### config.mk
export PLATFORM = sky130hd
export DESIGN_NAME = trs_seq
export DESIGN_NICKNAME = d
export VERILOG_FILES = /design/src/hw/rtl/trs_pkg.sv /design/src/hw/rtl/trs_seq.sv
export SDC_FILE = /design/constraint.sdc
export NUM_CORES = 1
export LEC_CHECK = 0
export BUFFER_PORTS_ARGS = -buffer_cell sky130_fd_sc_hd__buf_2
export CAP_MARGIN = 10
export CORE_MARGIN = 2
export CORE_UTILIZATION = 45
export CTS_BUF_LIST = sky130_fd_sc_hd__clkbuf_4 sky130_fd_sc_hd__clkbuf_8
export DETAILED_ROUTE_END_ITERATION = 10
export MAX_ROUTING_LAYER = met4
export PLACE_DENSITY = 0.72
export SETUP_SLACK_MARGIN = 0.1
export SYNTH_ARGS = -nofsm -noshare
export SYNTH_HDL_FRONTEND = slang
export SYNTH_SLANG_ARGS = --single-unit
### constraint.sdc
create_clock -name i_clk -period 5.24 [get_ports i_clk]
set_input_delay 0.524 -clock i_clk [delete_from_list [all_inputs] [get_ports i_clk]]
set_output_delay 0.524 -clock i_clk [all_outputs]
set_load 0.05 [all_outputs]
### src/hw/rtl/trs_pkg.sv
// Shared types and codes for the test-run sequencer with pulse counter.
// Used by trs_pulse, trs_seq and the top level; depends on nothing else.
package trs_pkg;

    localparam int unsigned HOLD_BITS = 26;
    localparam int unsigned WANT_BITS = 32;
    localparam int unsigned PMIN_BITS = 16;
    localparam int unsigned TOTAL_BITS = 32;
    localparam int unsigned CFG_DATA_BITS = 32;
    localparam int unsigned CFG_INDEX_BITS = 2;

    // Configuration register indexes.
    localparam logic [CFG_INDEX_BITS-1:0] CFG_LOOPS_WANTED = 2'd0;
    localparam logic [CFG_INDEX_BITS-1:0] CFG_PULSE_MIN = 2'd1;
    localparam logic [CFG_INDEX_BITS-1:0] CFG_PULSE_MAX = 2'd2;
    localparam logic [CFG_INDEX_BITS-1:0] CFG_RESET_HOLD = 2'd3;

    localparam logic [WANT_BITS-1:0] LOOPS_WANTED_RST = 32'd0;
    localparam logic [PMIN_BITS-1:0] PULSE_MIN_RST = 16'd990;
    localparam logic [PMIN_BITS-1:0] PULSE_MAX_RST = 16'd1010;
    localparam logic [HOLD_BITS-1:0] RESET_HOLD_RST = 26'd5000000;

    // Sequencer state codes.
    localparam logic [2:0] ST_STANDBY = 3'd0;
    localparam logic [2:0] ST_HEATING = 3'd1;
    localparam logic [2:0] ST_RUNNING = 3'd2;
    localparam logic [2:0] ST_PAUSED = 3'd3;
    localparam logic [2:0] ST_DONE = 3'd4;
    localparam logic [2:0] ST_RESET = 3'd5;

    // Heater command codes.
    localparam logic [1:0] HEAT_NONE = 2'd0;
    localparam logic [1:0] HEAT_OFF = 2'd1;
    localparam logic [1:0] HEAT_REGULATE = 2'd2;

    // Program command codes.
    localparam logic [1:0] PROG_NONE = 2'd0;
    localparam logic [1:0] PROG_RUN = 2'd1;
    localparam logic [1:0] PROG_STOP = 2'd2;

    // Status from the pulse unit to the sequencer, after this tick's pin edges.
    typedef struct packed {
        logic reached;
        logic torque_pending;
    } t_pulse_stat;

    // Control from the sequencer back to the pulse unit.
    typedef struct packed {
        logic clear_count;
        logic torque_served;
    } t_seq_ctrl;

endpackage

### src/hw/rtl/trs_seq.sv
// Six-state test sequencer with the reset hold countdown and command decode.
// Depends on trs_pkg.
module trs_seq import trs_pkg::*; (
    input  logic                 i_clk,
    input  logic                 i_rst_n,
    input  logic                 i_accept,
    input  logic                 i_run,
    input  logic                 i_rst_sw,
    input  logic                 i_below,
    input  logic [HOLD_BITS-1:0] i_hold_ticks,
    input  t_pulse_stat          i_stat,
    output t_seq_ctrl            o_ctrl,
    output logic [2:0]           o_state_next,
    output logic [1:0]           o_heat,
    output logic [1:0]           o_prog,
    output logic                 o_log,
    output logic                 o_read_torque,
    output logic                 o_changed
);

    logic [2:0]           r_state, n_state;
    logic [HOLD_BITS-1:0] r_hold, n_hold, hold_inc, need;

    // A hold time of zero behaves as one tick.
    assign need = (i_hold_ticks == '0) ? HOLD_BITS'(1) : i_hold_ticks;
    assign hold_inc = (r_hold < need) ? r_hold + HOLD_BITS'(1) : r_hold;

    always_comb begin
        n_state = r_state;
        n_hold = r_hold;
        o_heat = HEAT_NONE;
        o_prog = PROG_NONE;
        o_log = 1'b0;
        o_ctrl = '0;
        case (r_state)
            ST_STANDBY: begin
                if (i_run) begin
                    n_state = ST_HEATING;
                end else if (i_rst_sw) begin
                    n_state = ST_RESET;
                end else begin
                    o_heat = HEAT_OFF;
                end
            end
            ST_HEATING: begin
                o_heat = HEAT_REGULATE;
                if (!i_run) begin
                    n_state = ST_PAUSED;
                end else if (i_below) begin
                    o_prog = PROG_STOP;
                end else if (i_rst_sw) begin
                    n_state = ST_RESET;
                end else begin
                    n_state = ST_RUNNING;
                end
            end
            ST_RUNNING: begin
                o_prog = PROG_RUN;
                o_heat = HEAT_REGULATE;
                o_log = 1'b1;
                if (i_stat.reached) begin
                    n_state = ST_DONE;
                end else if (i_stat.torque_pending) begin
                    o_ctrl.torque_served = 1'b1;
                end else if (i_rst_sw) begin
                    n_state = ST_RESET;
                end
                // The run switch overrides every other exit.
                if (!i_run) begin
                    n_state = ST_PAUSED;
                end
            end
            ST_PAUSED: begin
                o_prog = PROG_STOP;
                o_heat = HEAT_OFF;
                if (i_run) begin
                    n_state = ST_HEATING;
                end else if (i_rst_sw) begin
                    n_state = ST_RESET;
                end
            end
            ST_DONE: begin
                if (i_rst_sw) begin
                    n_state = ST_RESET;
                end
            end
            ST_RESET: begin
                if (!i_rst_sw) begin
                    n_state = i_stat.reached ? ST_DONE : ST_PAUSED;
                end else begin
                    o_heat = HEAT_OFF;
                    o_prog = PROG_STOP;
                    n_hold = hold_inc;
                    if (hold_inc >= need) begin
                        o_ctrl.clear_count = 1'b1;
                        n_state = ST_STANDBY;
                    end
                end
            end
            default: begin
                n_state = ST_STANDBY;
            end
        endcase
        if (n_state != ST_RESET) begin
            n_hold = '0;
        end
    end

    assign o_state_next = n_state;
    assign o_read_torque = o_ctrl.torque_served;
    assign o_changed = (n_state != r_state);

    always_ff @(posedge i_clk) begin
        if (!i_rst_n) begin
            r_state <= ST_STANDBY;
            r_hold <= '0;
        end else if (i_accept) begin
            r_state <= n_state;
            r_hold <= n_hold;
        end
    end

endmodule

# Yosys cells after proc, flatten, opt, wreduce, memory -nomap -nowiden
# Cells that the tools add are included.
totals:
  ff_bits: 29
  out_inout_bits: 12
classes:
  add_sub_neg: 1
  n_lt_le_gt_ge: 2
  n_eq_ne: 7
  muxes: 32
  reduce_logical: 7
ops:
  columns: ["op", "count"]
  rows:
  - ["two-way mux 26 bit", 5]
  - ["two-way mux 3 bit", 11]
  - ["adder 26 x 1 -> 26 bit, second input constant", 1]
  - ["greater-or-equal comparator 26 bit", 1]
  - ["zero test 26 bit", 1]
  - ["less-than comparator 26 bit", 1]
  - ["one-hot mux 2 bit (4 select lines)", 2]
  - ["one-hot mux 3 bit (5 select lines)", 1]
  - ["two-way mux 1 bit", 10]
  - ["equality test 3 x 2 -> 1 bit, second input constant", 2]
  - ["equality test 3 bit, second input constant", 2]
  - ["two-way mux 2 bit", 3]
  - ["nonzero test 2 bit", 2]
  - ["OR reduction 2 bit", 2]
  - ["equality test 3 x 1 -> 1 bit, second input constant", 1]
  - ["zero test 3 bit", 1]
  - ["inequality test 3 bit", 1]
  - ["inequality test 3 bit, second input constant", 1]
  - ["AND reduction 3 bit", 1]

# Depth between registers and ports, before layout
# Gate-level depths: netlist (run 1).
depth:
  depth_word: 11
  depth_mapped: 20
  depth_no_buf: 19

# Worst setup path after synthesis (run 1)
# No wires, ideal clock.
synth_path:
  path_kind: "input port to output port"
  start: "input port i_hold_ticks[4]"
  end: "output port o_state_next[2]"
  arrival_time_ns: 4.314
  t_required_ns: 4.716
  setup_slack_ns: 0.402
  cell_stages: 14
  path_buffers: 0
  path_cell_list: "inv_1 -> ha_1 -> and4_1 -> a2111oi_0 -> a31oi_1 -> nor3b_2 -> nand3_1 -> xnor2_1 -> ha_1 -> o21ai_0 -> nor2_1 -> o41ai_1 -> nand3_1 -> o211ai_1"
synth_via:
  elab_chain_cells: 8
synth_lines:
  columns: ["element", "line", "source"]
  rows:
  - ["start, declared", "trs_seq.sv:10", "input logic [HOLD_BITS-1:0] i_hold_ticks,"]
  - ["zero test 26 bit", "trs_seq.sv:25", "assign need = (i_hold_ticks == '0) ? HOLD_BITS'(1) : i_hold_ticks;"]
  - ["two-way mux 26 bit (*)", "trs_seq.sv:25", null]
  - ["less-than comparator 26 bit", "trs_seq.sv:26", "assign hold_inc = (r_hold < need) ? r_hold + HOLD_BITS'(1) : r_hold;"]
  - ["two-way mux 26 bit", "trs_seq.sv:26", null]
  - ["greater-or-equal comparator 26 bit (*)", "trs_seq.sv:94", "if (hold_inc >= need) begin"]
  - ["two-way mux 3 bit (*)", "trs_seq.sv:94", null]
  - ["two-way mux 3 bit (*)", "trs_seq.sv:88", "if (!i_rst_sw) begin"]
  - ["one-hot mux 3 bit (5 select lines) (*)", "trs_seq.sv:35", "case (r_state)"]
  - ["end, declared", "trs_seq.sv:13", "output logic [2:0] o_state_next,"]
# Mark *: on every way between the ends. The rest lies on a longest branch, timed or not.

# Worst setup path in the final report (run 1)
layout_path:
  start: "input port i_hold_ticks[20]"
  end: "output port o_state_next[2]"
# The elaborated chain is that of the path after synthesis.

==> results_dict.tcl, run 1 <==
set metrics [dict create \
    grt_pass1_vias 3659 \
    fin_util 0.605 \
    initial_core_util 0.465 \
    setup_tns_ps 0 \
    drt_iter0_markers 271 \
    async_flop_share 0 \
    dpl.hpwl_um 8310 \
    grt_max_degree 18 \
    wirelength_um 10600 \
    crit_required_ps 4720 \
    syn2layout_area_growth_pct 30.2 \
    crit_start "i_hold_ticks[20]" \
    overflow 0 \
    worstHoldPathType "reg -> reg" \
    reg2reg_slack_ps 570 \
    clk_pin_slew_ps 80 \
    leakage_nw 2.14 \
    endpoint "o_state_next[2]" \
    max_freq_mhz 204 \
    synth_edf_count 0 \
    ys.flop_type "dfxtp_1" \
    rsz0062_at_grt "false" \
    fp.dieH_um 90.6 \
    diodes 0 \
    die-area_mm2 0.00820 \
    ios 46 \
    grtUsageTotal 0.265 \
    port_buffers 45 \
    via_count 3833 \
    clk_path_buf_depth 2 \
    cts.sinks 29 \
    startpoint_type "input port" \
    final_layout_size_suffix_gt1_frac 0.267 \
    drt_pass1_iterations 5 \
    tritoncts "done" \
    min_from "r_hold[13]" \
    ctsHtreeMaxLevel 2 \
    dp_slack_ps -40.3 \
    chipWidth_um 90.6 \
    synth_largest_area_cell "ha_1" \
    setup_ws_ps 330 \
    critPathCaptureType "output pin" \
    drv_slew 0 \
    place.gp.congestion 0.976 \
    drc 0 \
    fin_skew_ps 7.28 \
    reg2reg_to "r_hold[2]" \
    avgSynthCellArea_um2 7.53 \
    synth-seq-area-share 0.172 \
    slew_headroom 0.452 \
    power_density_mw_per_mm2 157 \
    drtAntennaViolNets 0 \
    ir_worst_vdd_mv 0.158 \
    hold_viol 0 \
    post-route-period-util 0.937 \
    cts_root_buf "clkbuf_8" \
    rr_startpoint "r_hold[4]" \
    core-area_mm2 0.00725 \
    grt_pass1_wl_um 17300 \
    status "finished, final reports clean" \
    clkLatencyLatePin_ps 300 \
    cp_max_fo 6 \
    drv_cap 0 \
    wire_per_inst_um 16.5 \
    critPathKind "in -> out" \
    final_common_cell "buf_4" \
    viasPerCell 5.94 \
    worstPathArrival_ps 4390 \
    synth_area_mm2 0.00337 \
    yosys_warnings 0 \
    period_needed_ps 4910 \
    antenna_found_initial 0 \
    final_cell_mix "buf_4 (67), ha_1 (50), buf_2 (42)" \
    synth_cell_type_count 56 \
    ys_top_cells_by_area "ha_1 (19%), dfxtp_1 (17%), a21oi_1 (4.7%)" \
    worst-r2r-cell-count 18 \
    setup_viol 0 \
    cts_buffers 5 \
    ys_ff_latch 29 \
    nets 631 \
    syn_nets 534 \
    fillers 691 \
    syn_inst 448 \
    core.rowCount 31 \
    yosysTopAreaCellShare 0.193 \
    tightest_slew_ps 819 \
]
power by group:
part | internal (mW) | leakage (nW) | switching [mW]
Combinational | 0.0636 | 1.83 | 0.105
Sequential | 0.222 | 0.236 | 0.00740
Clock | 0.189 | 0.0681 | 0.100
Total | 0.475 | 2.14 | 0.213
worst min-delay path by stage:
| stage | cells after the start | end |
|---|---|---|
| after floorplan | 1 | r_hold[25] |
| after global placement | 2 | r_hold[25] |
| after detailed placement | 1 | r_hold[25] |
| after CTS | 3 | r_state[0] |
| after global routing | 3 | r_state[0] |
| final | 1 | r_hold[13] |
sequential cells by signal, indices dropped and copies added (netlist names):
register and flops:
r_state 3, r_hold 26
cells by family (layout without fill, tap and decap cells):
kind of cell	count (synthesis)	after routing	share of synthesized area
fa+ha+maj	52	52	0.193
compound gates	131	131	0.251
flops	29	29	0.172
xor+xnor	26	26	0.0675
buf+inv	56	154	0.0679
simple gates	152	152	0.242
mux	2	2	0.00631
what timing repair did:
action                                  4_1_cts  5_1_grt
hold buffers                                  0        0
pin swaps                                     0       20
endpoints found under the setup margin        3       19
buffers inserted                              0        3
gates resized for setup                       4       23
cells in the mapped netlist, types with 15 or more instances:
cell type,instances
a21oi_1,32
clkbuf_1,15
dfxtp_1,29
ha_1,52
inv_1,35
nand2_1,33
nand3_1,21
nor2_1,26
o21ai_0,31
xnor2_1,17
metal layers:
| layer | global-route usage | wire length (µm) |
|---|---|---|
| met5 | - | 0 |
| met4 | 0.114 | 342 |
| met3 | 0.0409 | 573 |
| met2 | 0.415 | 4900 |
| met1 | 0.338 | 4820 |
worst max-delay path, cell delays in order:
cell and delay (ps):
buf_2 100, inv_1 50, ha_1 280, nand4_1 150, nor4_2 290, buf_4 170
o211ai_1 90, a31oi_2 240, nor2_1 70, buf_4 170, and4_4 200, xnor2_1 180
ha_1 280, a21o_1 170, nand3_1 80, a21oi_1 70, o41ai_2 430, nand3_1 170
buf_4 170, o211ai_1 250, buf_4 260
stage by stage:
step	std cells	power, mW	cell area, µm²	hold slack [ps]
floorplan	448	0.334	3370	485
global placement	634	0.391	4120	539
detailed placement	634	0.395	4120	535
CTS	642	0.681	4270	537
global route	645	0.710	4390	553
finish	645	0.687	4390	526
layout make-up:
type,count,area [µm²],area share
Clock buffer,5,68.8,0.0157
Clock inverter,3,65.1,0.0148
Inverter,35,131,0.0299
Multi-Input combinational cell,363,2660,0.607
Sequential cell,29,586,0.133
Tap cell,99,124,0.0282
Timing Repair Buffer,111,753,0.172
Power figures use the tool's default switching activity.
==> inputs of run 2 (changes only) <==
BUFFER_PORTS_ARGS = -buffer_cell sky130_fd_sc_hd__buf_4   (was -buffer_cell sky130_fd_sc_hd__buf_2)
CORE_ASPECT_RATIO = 1.5   (was not set)
==> results_dict.tcl, run 2 (synthesis gave the netlist of run 1 again) <==
set metrics [dict create \
    status "finished, final reports clean" \
    period_needed_ps 5010 \
    worstPathCellList "buf_4 > inv_1 > ha_1 > nand4_1 > nor4_2 > buf_4 > a22oi_1 > o211ai_1 > nor2_1 > buf_4 > buf_4 > nand2_2 > nor2_1 > xor2_1 > ha_1 > nand4_1 > a21oi_2 > o41ai_2 > buf_4 > nand3_4 > o31a_1 > nand2_1 > o211ai_1 > buf_4" \
    max_freq_mhz 200 \
    worst-r2r-cell-count 23 \
    antenna_found_initial 0 \
    clk_path_buf_depth 2 \
    final_cell_mix "buf_4 (74), ha_1 (48), nand2_1 (32), inv_1 (32)" \
    min_from "i_accept" \
    cts_hold_repair.buffers 0 \
    clk_pin_slew_ps 60 \
    min_path_cells 2 \
    grtUsageTotal 0.261 \
    fillers 683 \
    rr_startpoint "r_hold[20]" \
    regMostFlops "r_hold" \
    die-area_mm2 0.00822 \
    tritoncts "done" \
    nets 595 \
    reg_top3 "r_hold x26, r_state x3" \
    chipWidth_um 74.7 \
    drt_iter0_markers 258 \
    drc 0 \
    routed-wl-met3_um 461 \
    grt_max_degree 18 \
    cp_max_fo 4 \
    critPathKind "in -> out" \
    critPathCaptureType "output pin" \
    grt_pass1_vias 3575 \
    fp.dieH_um 110 \
    dpl.hpwl_um 8040 \
    post-route-period-util 0.957 \
    comb_power_share 0.288 \
    port_buffers 45 \
    share_seq_of_total_power 0.389 \
    ir_worst_vdd_mv 0.125 \
    final_layout_size_suffix_gt1_frac 0.241 \
    crit_buf_inv 7 \
    grt_pass1_wl_um 16200 \
    hold_viol 0 \
    top_layer_used "met4" \
    startpoint_type "input port" \
    syn2layout_area_growth_pct 25.7 \
    power_density_mw_per_mm2 139 \
    fin_util 0.583 \
    wirelength_um 10300 \
    reg2reg_slack_ps 410 \
    cts.sinks 29 \
    internal-power_uw 386 \
    core-area_mm2 0.00727 \
    final_common_cell "buf_4" \
    drv_slew 0 \
    p_sw_uw 204 \
    critPathTopFamily "compound AO/OA/AOI/OAI gates" \
    cts_root_buf "clkbuf_8" \
    place.gp.congestion 0.907 \
    stdcell_count 610 \
    leakage_nw 1.99 \
    rsz0062_at_grt "false" \
    core.rowCount 38 \
    switching_share 0.346 \
    setup_tns_ps 0 \
    largest_reg_flops 26 \
    crit_required_ps 4720 \
    critPathMaxStageDelay_ps 320 \
    wire_per_inst_um 16.8 \
    drv_cap 0 \
    met1_length_um 4150 \
    clkPwrFrac 0.323 \
    routed-wl-met2_um 5260 \
    tightest_slew_ps 962 \
    ios 46 \
    worstHoldPathType "in -> reg" \
    worstPathArrival_ps 4490 \
    placed_cells 594 \
    diodes 0 \
    ctsHtreeMaxLevel 2 \
    path_common_cell "buf_4" \
    fin_skew_ps 3.53 \
    drt_pass1_iterations 5 \
    initial_core_util 0.464 \
    slew_headroom 0.356 \
    overflow 0 \
    viasPerCell 5.96 \
    worst_path_max_delay_cell "o41ai_2" \
    whs_endpoint "r_state[0]" \
    drtAntennaViolNets 0 \
    setup_viol 0 \
    via_count 3633 \
    clkLatencyLatePin_ps 290 \
    hold-worst-slack_ps 484 \
    cts_buffers 5 \
    reg2reg_to "r_hold[20]" \
]
run 2: power by group through the flow:
stage          Sequential (mW)  Combinational [mW]  Clock, mW
2_1_floorplan            0.229               0.105          0
3_3_place_gp             0.234               0.158          0
3_5_place_dp             0.234               0.161          0
4_1_cts                  0.229               0.162      0.192
5_1_grt                  0.229               0.184      0.201
6_report                 0.229               0.170      0.190
run 2: stage by stage:
stage	area, µm²	power, mW	setup WS [ps]
2_1_floorplan	3370	0.334	402
3_3_place_gp	3900	0.392	173
3_5_place_dp	3900	0.395	78.8
4_1_cts	4000	0.583	100
5_1_grt	4240	0.615	30.8
6_report	4240	0.590	228
run 2: worst max-delay path by stage:
stage,startpoint,end,slack [ps],depth (start not counted)
floorplan,i_hold_ticks[4],o_state_next[2],400,14
global placement,i_hold_ticks[24],o_changed,170,23
detailed placement,i_hold_ticks[24],o_changed,80,20
CTS,r_hold[24],o_changed,100,21
global route,r_hold[17],o_changed,30,22
finish,i_hold_ticks[18],o_changed,230,24
run 2: what timing repair did:
| action | in CTS | in global routing |
|---|---|---|
| buffers inserted | 0 | 8 |
| pin swaps | 0 | 18 |
| gates resized for setup | 2 | 36 |
| gates cloned | 0 | 0 |
| endpoints found under the setup margin | 1 | 16 |
run 2: area by class of cell:
| class | count | area (µm²) | area share |
|---|---|---|---|
| multi-input combinational | 363 | 2740 | 0.647 |
| sequential | 29 | 588 | 0.139 |
| timing repair buffer | 75 | 567 | 0.134 |
| inverter | 35 | 131 | 0.0310 |
| tap | 100 | 125 | 0.0295 |
| clock buffer | 6 | 76.3 | 0.0180 |
| clock inverter | 2 | 10.0 | 0.00236 |
run 2: layer usage:
layer	global-route usage	vias up
li1	-	1790
met1	0.288	1700
met2	0.458	116
met3	0.0255	27
met4	0.134	0
met5	-	-
run 2: worst reg2reg max path, stage by stage (launching register included):
cell	delay (ps)
dfxtp_2	370
ha_4	290
nand4_1	150
nor4_2	280
buf_4	170
a22oi_1	70
o211ai_1	310
nor2_1	140
buf_4	190
buf_4	130
nand2_2	90
nor2_1	60
xor2_1	220
ha_1	270
nand4_1	130
a21oi_2	50
o41ai_2	320
buf_4	190
buf_4	110
nand2_1	60
buf_4	140
o21ai_0	690
o211ai_1	210
o31ai_1	110
